==> config.mk <==
export PLATFORM = sky130hd
export DESIGN_NAME = chained_header_byte_cipher_core
export DESIGN_NICKNAME = d
export VERILOG_FILES = /design/src/rtl/core/chbc_pkg.sv /design/src/rtl/core/chained_header_byte_cipher_core.sv /design/src/rtl/core/chbc_lane.sv
export SDC_FILE = /design/constraint.sdc
export NUM_CORES = 1
export LEC_CHECK = 0
export BUFFER_PORTS_ARGS = -buffer_cell sky130_fd_sc_hd__buf_4
export CAP_MARGIN = 20
export CORE_AREA = 2 2 166 168
export DETAILED_ROUTE_END_ITERATION = 10
export DIE_AREA = 0 0 168 170
export MAX_ROUTING_LAYER = met4
export PLACE_DENSITY = 0.76
export SYNTH_ARGS = -nofsm -noshare
export SYNTH_HDL_FRONTEND = slang
export SYNTH_SLANG_ARGS = --single-unit
==> constraint.sdc <==
create_clock -name i_clk -period 11.2 [get_ports i_clk]
set_input_delay 1.68 -clock i_clk [delete_from_list [all_inputs] [get_ports i_clk]]
set_output_delay 1.68 -clock i_clk [all_outputs]
set_load 0.005 [all_outputs]
==> src/rtl/core/chbc_pkg.sv <==
`default_nettype none

package chbc_pkg;

    // Key storage: three 64-bit registers, up to 24 key bytes
    localparam int KEY_LEN_DEF   = 20;
    localparam int KEY_BYTES_MAX = 24;
    localparam int KEY_W         = KEY_BYTES_MAX * 8;
    localparam int IDX_W         = 5;

    localparam int CFG_DATA_W = 64;
    localparam int CFG_ADDR_W = 5;

    typedef logic [KEY_W-1:0]      t_key;
    typedef logic [IDX_W-1:0]      t_key_idx;
    typedef logic [CFG_DATA_W-1:0] t_cfg_word;

    // Register index, taken from paddr[4:3]
    typedef enum logic [1:0] {
        REG_KEY_LO  = 2'd0,
        REG_KEY_MID = 2'd1,
        REG_KEY_HI  = 2'd2,
        REG_NONE    = 2'd3
    } t_reg_idx;

    typedef enum logic {
        OP_DECRYPT = 1'b0,
        OP_ENCRYPT = 1'b1
    } t_op;

endpackage

`default_nettype wire

==> src/rtl/core/chained_header_byte_cipher_core.sv <==
`default_nettype none

// Chained header byte cipher. Each accepted word carries one header byte and a
// direction (i_op: 1 encrypt, 0 decrypt) and yields exactly one result byte, in
// order. Encrypt gives (byte xor key[i]) + previous ciphertext mod 256; decrypt
// gives (byte - previous ciphertext) xor key[i]. Each direction keeps its own
// key index, wrapping at KEY_LEN, and its own chain byte; both clear on reset.
// The key is loaded through the APB port as three 64-bit registers at byte
// addresses 0, 8 and 16, key byte 0 in bits 7:0 of the first. Load the key only
// while no word is in flight. Throughput is one byte per cycle unless the output
// stalls. o_out_valid rises the cycle after acceptance, via one result register.
module chained_header_byte_cipher_core
    import chbc_pkg::*;
#(
    parameter int KEY_LEN = KEY_LEN_DEF
) (
    input  wire logic                  i_clk,
    input  wire logic                  i_rst_n,
    // input channel
    input  wire logic                  i_in_valid,
    output logic                       o_in_stall,
    input  wire logic                  i_op,
    input  wire logic [7:0]            i_data_byte,
    // output channel
    output logic                       o_out_valid,
    input  wire logic                  i_out_stall,
    output logic      [7:0]            o_result_byte,
    // configuration
    input  wire logic                  psel,
    input  wire logic                  penable,
    input  wire logic                  pwrite,
    input  wire logic [CFG_ADDR_W-1:0] paddr,
    input  wire logic [CFG_DATA_W-1:0] pwdata,
    output logic      [CFG_DATA_W-1:0] prdata,
    output logic                       pready
);

    t_cfg_word  r_key_lo;
    t_cfg_word  r_key_mid;
    t_cfg_word  r_key_hi;
    t_key       key;
    t_reg_idx   reg_idx;
    logic       cfg_wr;
    logic       accept;
    logic       enc_step;
    logic       dec_step;
    logic [7:0] enc_byte;
    logic [7:0] dec_byte;
    logic       r_out_valid;
    logic [7:0] r_result;
    logic [7:0] n_result;

    // configuration registers
    assign pready  = 1'b1;
    assign reg_idx = t_reg_idx'(paddr[4:3]);
    assign cfg_wr  = psel && penable && pwrite;

    always_ff @(posedge i_clk) begin
        if (!i_rst_n) begin
            r_key_lo  <= '0;
            r_key_mid <= '0;
            r_key_hi  <= '0;
        end else if (cfg_wr) begin
            case (reg_idx)
                REG_KEY_LO:  r_key_lo  <= pwdata;
                REG_KEY_MID: r_key_mid <= pwdata;
                REG_KEY_HI:  r_key_hi  <= pwdata;
                default: ;
            endcase
        end
    end

    always_comb begin
        case (reg_idx)
            REG_KEY_LO:  prdata = r_key_lo;
            REG_KEY_MID: prdata = r_key_mid;
            REG_KEY_HI:  prdata = r_key_hi;
            default:     prdata = '0;
        endcase
    end

    assign key = {r_key_hi, r_key_mid, r_key_lo};

    // take a new word whenever the result register is free or being emptied
    assign o_in_stall = r_out_valid && i_out_stall;
    assign accept     = i_in_valid && !o_in_stall;
    assign enc_step   = accept && (t_op'(i_op) == OP_ENCRYPT);
    assign dec_step   = accept && (t_op'(i_op) == OP_DECRYPT);

    chbc_lane #(
        .KEY_LEN (KEY_LEN),
        .ENCRYPT (1'b1)
    ) u_enc (
        .i_clk         (i_clk),
        .i_rst_n       (i_rst_n),
        .i_key         (key),
        .i_step        (enc_step),
        .i_data_byte   (i_data_byte),
        .o_result_byte (enc_byte)
    );

    chbc_lane #(
        .KEY_LEN (KEY_LEN),
        .ENCRYPT (1'b0)
    ) u_dec (
        .i_clk         (i_clk),
        .i_rst_n       (i_rst_n),
        .i_key         (key),
        .i_step        (dec_step),
        .i_data_byte   (i_data_byte),
        .o_result_byte (dec_byte)
    );

    assign n_result = (t_op'(i_op) == OP_ENCRYPT) ? enc_byte : dec_byte;

    always_ff @(posedge i_clk) begin
        if (!i_rst_n) begin
            r_out_valid <= 1'b0;
        end else if (accept) begin
            r_out_valid <= 1'b1;
        end else if (!i_out_stall) begin
            r_out_valid <= 1'b0;
        end
    end

    // hold the result while the output is stalled
    always_ff @(posedge i_clk) begin
        if (accept) begin
            r_result <= n_result;
        end
    end

    assign o_out_valid   = r_out_valid;
    assign o_result_byte = r_result;

endmodule

`default_nettype wire

==> src/rtl/core/chbc_lane.sv <==
`default_nettype none

module chbc_lane
    import chbc_pkg::*;
#(
    parameter int KEY_LEN = KEY_LEN_DEF,
    parameter bit ENCRYPT = 1'b0
) (
    input  wire logic       i_clk,
    input  wire logic       i_rst_n,
    input  wire t_key       i_key,
    input  wire logic       i_step,
    input  wire logic [7:0] i_data_byte,
    output logic      [7:0] o_result_byte
);

    localparam t_key_idx LAST_IDX = IDX_W'(KEY_LEN - 1);
    localparam t_key_idx LEN_IDX  = IDX_W'(KEY_LEN);

    t_key_idx   r_key_index;
    t_key_idx   n_key_index;
    t_key_idx   use_idx;
    logic [7:0] r_chain;
    logic [7:0] n_chain;
    logic [7:0] key_byte;

    always_comb begin
        // an index at or past the key length reads as index zero
        use_idx  = (KEY_LEN < 32 && r_key_index >= LEN_IDX) ? '0 : r_key_index;
        key_byte = i_key[{use_idx, 3'b000} +: 8];

        if (ENCRYPT) begin
            o_result_byte = (i_data_byte ^ key_byte) + r_chain;
            n_chain       = o_result_byte;
        end else begin
            o_result_byte = (i_data_byte - r_chain) ^ key_byte;
            n_chain       = i_data_byte;
        end

        n_key_index = (use_idx == LAST_IDX) ? '0 : use_idx + 1'b1;
    end

    always_ff @(posedge i_clk) begin
        if (!i_rst_n) begin
            r_key_index <= '0;
            r_chain     <= '0;
        end else if (i_step) begin
            r_key_index <= n_key_index;
            r_chain     <= n_chain;
        end
    end

endmodule

`default_nettype wire

# Word level (Yosys, flattened, before mapping)
# Cells that the tools add are included.
classes:
  n_addsub: 4
  order_cmp: 2
  eq_ne: 5
  n_shift: 2
  muxes: 8
  n_bitwise: 3
  n_reduce_logical: 11
op_table:
  columns: ["cell", "n"]
  rows:
  - ["$shiftx A192 B9 Y8", 2]
  - ["$pmux W64 S3", 1]
  - ["$mux W5", 4]
  - ["$xor A8 B8 Y8", 2]
  - ["$add A5 B1 Y5 const B", 2]
  - ["$eq A5 B5 Y1 const B", 2]
  - ["$ge A5 B5 Y1 const B", 2]
  - ["$add A8 B8 Y8", 1]
  - ["$mux W8", 1]
  - ["$sub A8 B8 Y8", 1]
  - ["$logic_and A1 B1 Y1", 6]
  - ["$reduce_and A2 Y1", 3]
  - ["$eq A2 B1 Y1 const B", 1]
  - ["$eq A2 B2 Y1 const B", 1]
  - ["$logic_not A2 Y1", 1]
  - ["$mux W1", 2]
  - ["$ne A2 B1 Y1 const B", 1]
  - ["$logic_not A1 Y1", 1]
  - ["$not A1 Y1", 1]
word_totals:
  regBits: 227
  inputBits: 85
  output_inout_bits: 75
  elab_cells: 44

# Depth between registers and ports, before layout
# Gate-level depths: netlist (run 1).
depth:
  ltp_word: 6
  mapped_depth: 19
  mapped_depth_nobuf: 16

# Hierarchy
# A second synthesis (run 1) with hierarchy kept.
hier_totals:
  cells_unflattened: 1554
  hier_area_um2: 13997.2
modules_own_cells:
  columns: ["mod", "instances", "cells_each", "area_per_inst_um2", "seq_area_each_um2"]
  rows:
  - ["chained_header_byte_cipher_core", 1, 934, 8831.0, 4103.9]
  - ["chbc_lane at u_enc", 1, 330, 2703.8, 260.2]
  - ["chbc_lane at u_dec", 1, 290, 2462.4, 260.2]

# Least setup slack after synthesis (run 1)
# No wires, ideal clock.
synth_path:
  path_kind: "input to output"
  startpoint: "input paddr[3]"
  endpoint: "output prdata[33]"
  arrival_ps: 3016
  required_time_ps: 9520
  slack_ps: 6504
  path_stages: 5
  path_buffers: 3
  path_cell_list: "clkbuf_1 -> clkbuf_1 -> buf_1 -> mux2i_1 -> o21ai_0"
synth_between:
  elab_chain_len: 2
  elab_cells_between_ends: 4
  classes_between: "2 x eq/ne; 1 x mux; 1 x reduce/logical"
synth_rtl:
  columns: ["element", "line_no", "source"]
  rows:
  - ["start: declaration", "chained_header_byte_cipher_core.sv:32", "input wire logic [CFG_ADDR_W-1:0] paddr,"]
  - ["$eq A2 B2 Y1, or another cell as far along", "chained_header_byte_cipher_core.sv:74", "case (reg_idx)"]
  - ["$pmux W64 S3 (*)", "chained_header_byte_cipher_core.sv:74", null]
  - ["end: declaration", "chained_header_byte_cipher_core.sv:34", "output logic [CFG_DATA_W-1:0] prdata,"]
# Every way passes the cells marked *; elsewhere a longest branch is shown, timed or not.

# Final worst setup path (run 1)
layout_path:
  startpoint: "input paddr[3]"
  endpoint: "output prdata[29]"
# The elaborated chain is that of the path after synthesis.

==> results of run 1 <==
## synth_stat cells, types with 15 or more instances
master and instances:
buf_1 17, a21oi_1 251, o22ai_1 21, mux2i_1 104, dfxtp_1 219, ha_1 15
nor3_1 15, a221oi_1 16, nand2b_1 15, nand2_1 517, a211oi_1 25, buf_2 26
nor2_1 40, mux2_2 20, nor2b_1 18, clkbuf_1 95, inv_1 27, o21ai_0 109
xnor2_1 17
## state kept, by name, summed over array words and instances (netlist names)
signal	count
u_dec.r_key_index	5
r_key_lo	64
r_key_mid	64
o_result_byte	8
u_dec.r_chain	8
r_key_hi	64
u_enc.r_key_index	5
o_out_valid	1
u_enc.r_chain	8
## cell usage in the layout, fill, tap and decap left out, drive strengths merged, types with 9 or more instances in the layout
cell,Yosys,routed
nand2,517,517
a21oi,251,251
dfxtp,219,219
buf,55,183
o21ai,112,112
mux2i,104,104
nor2,41,41
clkbuf,95,32
inv,28,28
a211oi,25,25
o22ai,21,21
mux2,20,20
nor2b,18,18
xnor2,17,17
a221oi,17,17
nand2b,16,16
ha,15,15
nor3,15,15
nand3,14,14
a311oi,14,14
o221ai,11,11
o21a,9,9
## kinds of logic (layout without fill, tap and decap cells)
group                      after synthesis  count (layout)
DFF                                    227             227
other                                    1               3
xor gates and xnor gates                23              23
adders and majority gates               17              17
AOI/OAI and AO/OA                      530             530
buffers and inverters                  178             252
and+or+nand+nor                        659             659
muxes                                  132             132
## worst max-delay path by stage
stage                                            startpoint                    endpoint  slack, ns  cells after the start
after detailed placement                           paddr[3]                  prdata[29]       5.46                      7
after CTS                                          paddr[3]                  prdata[29]       5.46                      7
after global placement                             paddr[3]                  prdata[29]       5.44                      7
after global routing      u_enc.r_key_index[0]$_SDFFE_PN0P_  o_result_byte[7]$_DFFE_PP_       5.28                     15
final                                              paddr[3]                  prdata[29]       5.43                      7
after floorplan                                    paddr[3]                  prdata[33]       6.50                      5
## final cells by class
type	instances	area (um2)	share of cell area
Tap cell	341	427	0.0282
Multi-Input combinational cell	1362	7800	0.515
Clock inverter	9	76.3	0.00504
Clock buffer	32	712	0.0470
Inverter	28	110	0.00727
Timing Repair Buffer	183	1380	0.0910
Sequential cell	227	4630	0.306
Antenna cell	2	5.00	0.000331
## worst max-delay path: cells and delay by family
kind                   cells  cell delay (ns)
and+or+nand+nor            2             0.80
buffers and inverters      4             1.38
AOI/OAI and AO/OA          1             0.13
## power breakdown
part / leakage [nW] / internal [W] / total [W] / switching [W]
sequential: 1.85 / 0.000833 / 0.000852 / 0.0000186
clock: 0.394 / 0.000466 / 0.000804 / 0.000338
combinational: 3.15 / 0.000107 / 0.000270 / 0.000163
total: 5.40 / 0.00141 / 0.00193 / 0.000519
## per-layer routing
metal | global-route usage | vias up | routed length (um)
met5 | - | - | 0
met1 | 0.480 | 6671 | 22100
met2 | 0.561 | 653 | 23400
met3 | 0.0584 | 130 | 4310
li1 | - | 6302 | -
met4 | 0.135 | 0 | 2300
## through the flow
step           std cells  total power, W
2_1_floorplan       1767         0.00103
3_3_place_gp        2139         0.00113
3_5_place_dp        2140         0.00113
4_1_cts             2181         0.00192
5_1_grt             2183         0.00198
6_report            2184         0.00193
==> metrics.cfg, run 1 <==
[worst_setup_path]
crit_path_cell_trace = buf_4 > buf_4 > nor2b_4 > buf_4 > nand2_1 > o21ai_0 > buf_4
worst_ep_required_time_ns = 9.52
critPathCaptureType = output pin
reg2reg_slack_ns = 5.60
path_common_cell = buf_4
cp.arrival_ns = 4.09
slowest_stage = nor2b_4
cp-start-kind = input pin
reg2reg_to = o_result_byte[7]$_DFFE_PP_
crit_fanout = 39
critPathKind = input pin to output pin
slowest_delay_ns = 0.69
reg2reg_depth = 15
r2r_start = u_enc.r_key_index[0]$_SDFFE_PN0P_

[synthesis]
synth-simple-area-share = 0.207
synth_cells = 1767
syn_avg_cell_area_um2 = 7.45
synth_compound_area_frac = 0.241
synthTopCellsByArea = dfxtp_1, nand2_1, a21oi_1
synthAdderAreaFrac = 0.0173
synth-edff-count = 8
synth.top_cell.area_share = 0.333
synth_area_um2 = 13200
yosysUniqueCellTypes = 71
synth-seq-area-share = 0.351
synth.area.mux_share = 0.110
synth_top_family_by_area = compound AO/OA/AOI/OAI gates
synthFlopType = dfxtp_1
ys_warn_count = 0
yosysTopAreaCell = dfxtp_1
synthXorXnorAreaFrac = 0.0153
syn-num-nets = 1869
synth_seq_cells = 227
async_flop_share = 0

[timing]
setup_viol = 0
fin_worst_skew_ns = 0.0238
period_needed_ns = 5.77
slew_headroom = 0.268
setup_ws_ns = 5.43
whs_ns = 0.453
tightest_slew_ns = 1.08
fin_setup_tns_ns = 0
fin_crit_sh = 0.516
rsz0062_at_grt = no
hold_violations = 0
slew_viol_final = 0
fmax_mhz = 173

[grt]
grt.total_usage = 0.363
grt_pass1_vias = 12500
antenna_found_initial = 1
gr-total-overflow = 0
grt_max_degree = 118
grt_pass1_wl_um = 77000

[cts]
cts_sinks = 227
cts_root_buf = clkbuf_16
post_cts_resized = 0
cts_tree = built
cts_made_buffers = 24
htree_levels = 1
clkTransAtPathRegs_ns = 0.06
postCtsSetupBuffers = 0
insertion_delay_ns = 0.54
clockBufferDepth = 3
hold_buffers = 0

[power]
peakVddDrop_mv = 0.0860
p_per_area_nw_per_um2 = 127
p_leak_nw = 5.40

[hold_path]
hold_path_end = u_dec.r_chain[6]$_SDFFE_PN0P_
hold_depth = 2
hold_start = u_dec.r_chain[6]$_SDFFE_PN0P_
holdCritPathClass = flop to flop

[placement]
dp_worst_setup_slack_ns = 5.46
numPortBuffers = 155
gp_congestion = 1.02
dp_hpwl_um = 36500
post_dp_cell_area_um2 = 14300

[floorplanning]
placementRows = 60
die_w_um = 168
io_pins = 160
initial_utilization = 0.494
core_um2 = 26700
die_h_um = 170
dieArea_um2 = 28600

[run_status]
status = finished, final reports clean

[drt]
drtIter0Drc = 1473
routed_wirelength_um = 52100
drc = 0
viasPerCell = 6.30
post_drt_wl_per_cell_um = 23.9
dr_total_vias = 13800
first_pass_iters = 5
antenna_left = 0

[cells_and_area]
layout-drive-gt1-share = 0.149
final_cell_area_um2 = 15100
final_util = 0.568
nNetsFinal = 1928
fillers = 2547
syn2layout_area_growth_pct = 15.1

[flow_run]
maxCapViolations = 0

No activity file was read; power rests on OpenSTA's default activity.
==> run 2: changes to the inputs <==
--- a/config.mk
+++ b/config.mk
@@ -11,7 +11,7 @@
 export DETAILED_ROUTE_END_ITERATION = 10
 export DIE_AREA = 0 0 168 170
 export MAX_ROUTING_LAYER = met4
-export PLACE_DENSITY = 0.76
+export PLACE_DENSITY = 0.79
 export SYNTH_ARGS = -nofsm -noshare
 export SYNTH_HDL_FRONTEND = slang
 export SYNTH_SLANG_ARGS = --single-unit
==> constraint.sdc (replaced) <==
create_clock -name i_clk -period 4.9 [get_ports i_clk]
set_input_delay 0.735 -clock i_clk [delete_from_list [all_inputs] [get_ports i_clk]]
set_output_delay 0.735 -clock i_clk [all_outputs]
set_load 0.005 [all_outputs]
==> run 2 against run 1 <==
Compared with the run above:
- wire length about the same
- core utilization up 1.1 points
- critical path depth up 8
- clock skew down 0.0015 ns
- first-iteration DRC count down 0.14%
- hold slack worse by 0.024 ns
- clock power rose to 2.5 times the previous value
- sequential power up 130%
- register-to-register slack worse by 5.0 ns
- die area unchanged
- power up 140%
- design area up 2.0%
- critical endpoint is now o_result_byte[7]$_DFFE_PP_
- highest routed layer unchanged
==> metrics.cfg, run 2 (synthesis results as in run 1) <==
[timing]
period_needed_ns = 4.29
slew_headroom = 0.447
setup_viol = 0
fin_crit_sh = 0.875
whs_ns = 0.429
setup_ws_ns = 0.611
hold_violations = 0
tightest_slew_ns = 0.826
fin_setup_tns_ns = 0
fin_worst_skew_ns = 0.0223
rsz0062_at_grt = no
slew_viol_final = 0
fmax_mhz = 233

[power]
p_leak_nw = 5.56
seq_power_share = 0.424
switchingPower_w = 0.00121
intPower_w = 0.00340
pwr-share-clk = 0.442
p_per_area_nw_per_um2 = 299
pwr-share-comb = 0.135
peakVddDrop_mv = 0.215
p_total_w = 0.00461
power_switching_share = 0.262

[cells_and_area]
antenna_cells = 0
fillers = 2453
final_common_cell = nand2_1
final_cell_area_um2 = 15400
layout-drive-gt1-share = 0.158
final_cell_mix = nand2_1, a21oi_1, dfxtp_1
reg_top3 = r_key_hi: 64 flops, r_key_lo: 64 flops, r_key_mid: 64 flops
nNetsFinal = 1949
syn2layout_area_growth_pct = 17.4

[drt]
dr_total_vias = 13900
viasPerCell = 6.30
drtIter0Drc = 1471
routed_wirelength_um = 52100
antenna_left = 0
post_drt_wl_per_cell_um = 23.6
drc = 0
first_pass_iters = 5

[worst_setup_path]
crit_fanout = 27
critPathCaptureType = flop
critPathKind = flop to flop
worst_ep_required_time_ns = 5.24
cp-start-kind = flop
cp.arrival_ns = 4.63

[floorplanning]
core_um2 = 26700
io_pins = 160
die_w_um = 168
placementRows = 60
die_h_um = 170
initial_utilization = 0.494
dieArea_um2 = 28600

[placement]
dp_hpwl_um = 37500
numPortBuffers = 155
post_dp_cell_area_um2 = 14600
gp_congestion = 1.06
dp_worst_setup_slack_ns = 0.685

[cts]
clockBufferDepth = 3
cts_root_buf = clkbuf_16
hold_buffers = 0
cts_tree = built
insertion_delay_ns = 0.55
htree_levels = 1
cts_made_buffers = 25
postCtsSetupBuffers = 0
post_cts_resized = 0
cts_sinks = 227
clkTransAtPathRegs_ns = 0.07

[flow_run]
maxCapViolations = 0

[grt]
grt_pass1_wl_um = 78600
grt_max_degree = 113
antenna_found_initial = 0
grt_pass1_vias = 13000
gr-total-overflow = 0
grt.total_usage = 0.369

[hold_path]
holdCritPathClass = input pin to flop

[run_status]
status = finished, final reports clean

run 2: cell types whose count changed in the layout (fill, tap and decap cells not counted), sizes merged:
cell / previous run / this run
clkinv: 7 / 4
buf: 183 / 203
inv: 28 / 29
clkinvlp: 1 / 0
diode: 2 / 0
bufinv: 1 / 3
clkbuf: 32 / 37
run 2: power by group through the flow:
stage	combinational, W	sequential, W	clock (W)
CTS	0.000610	0.00195	0.00205
finish	0.000621	0.00196	0.00204
detailed placement	0.000606	0.00199	0
global placement	0.000597	0.00199	0
global route	0.000671	0.00196	0.00211
floorplan	0.000388	0.00197	0
run 2: stage by stage:
stage                     instances  utilization
after floorplan                1767            -
after global placement         2161        0.546
after detailed placement       2161        0.546
after CTS                      2206        0.579
after global routing           2206        0.579
final                          2206        0.579
run 2: critical path: stages (launching register included):
cell and delay (ns):
dfxtp_1 0.66, o21a_1 0.23, buf_4 0.31, or3_1 0.15
o21ai_0 0.08, a221oi_1 0.39, o22ai_1 0.13, o21ai_0 0.42
xor2_1 0.19, ha_1 0.28, o21ai_0 0.20, a21oi_1 0.08
o41ai_1 0.35, xnor2_1 0.14, xnor2_1 0.15, a221oi_1 0.33
run 2: layout make-up:
cell class	count	area, um2	share of cell area
Sequential cell	227	4630	0.300
Tap cell	341	427	0.0276
Clock inverter	8	119	0.00770
Multi-Input combinational cell	1362	7800	0.505
Timing Repair Buffer	203	1590	0.103
Inverter	28	110	0.00713
Clock buffer	37	772	0.0500
run 2: path summary, 6_finish.rpt:
| kind | slack, ns | depth (start not counted) | from | to |
|---|---|---|---|---|
| max | 0.61 | 15 | u_enc.r_key_index[4]$_SDFFE_PN0P_ | o_result_byte[7]$_DFFE_PP_ |
| min reg2reg | 0.45 | 2 | r_key_hi[61]$_SDFFE_PN0P_ | r_key_hi[61]$_SDFFE_PN0P_ |
| min | 0.43 | 2 | i_in_valid | o_out_valid$_SDFFE_PN0P_ |
| max reg2reg | 0.61 | 15 | u_enc.r_key_index[4]$_SDFFE_PN0P_ | o_result_byte[7]$_DFFE_PP_ |
run 2: metal layers:
layer	up-vias	GRT usage	wire length, um
met4	0	0.132	2110
met5	-	-	0
li1	6327	-	-
met3	120	0.0558	4590
met2	750	0.582	23700
met1	6710	0.483	21700
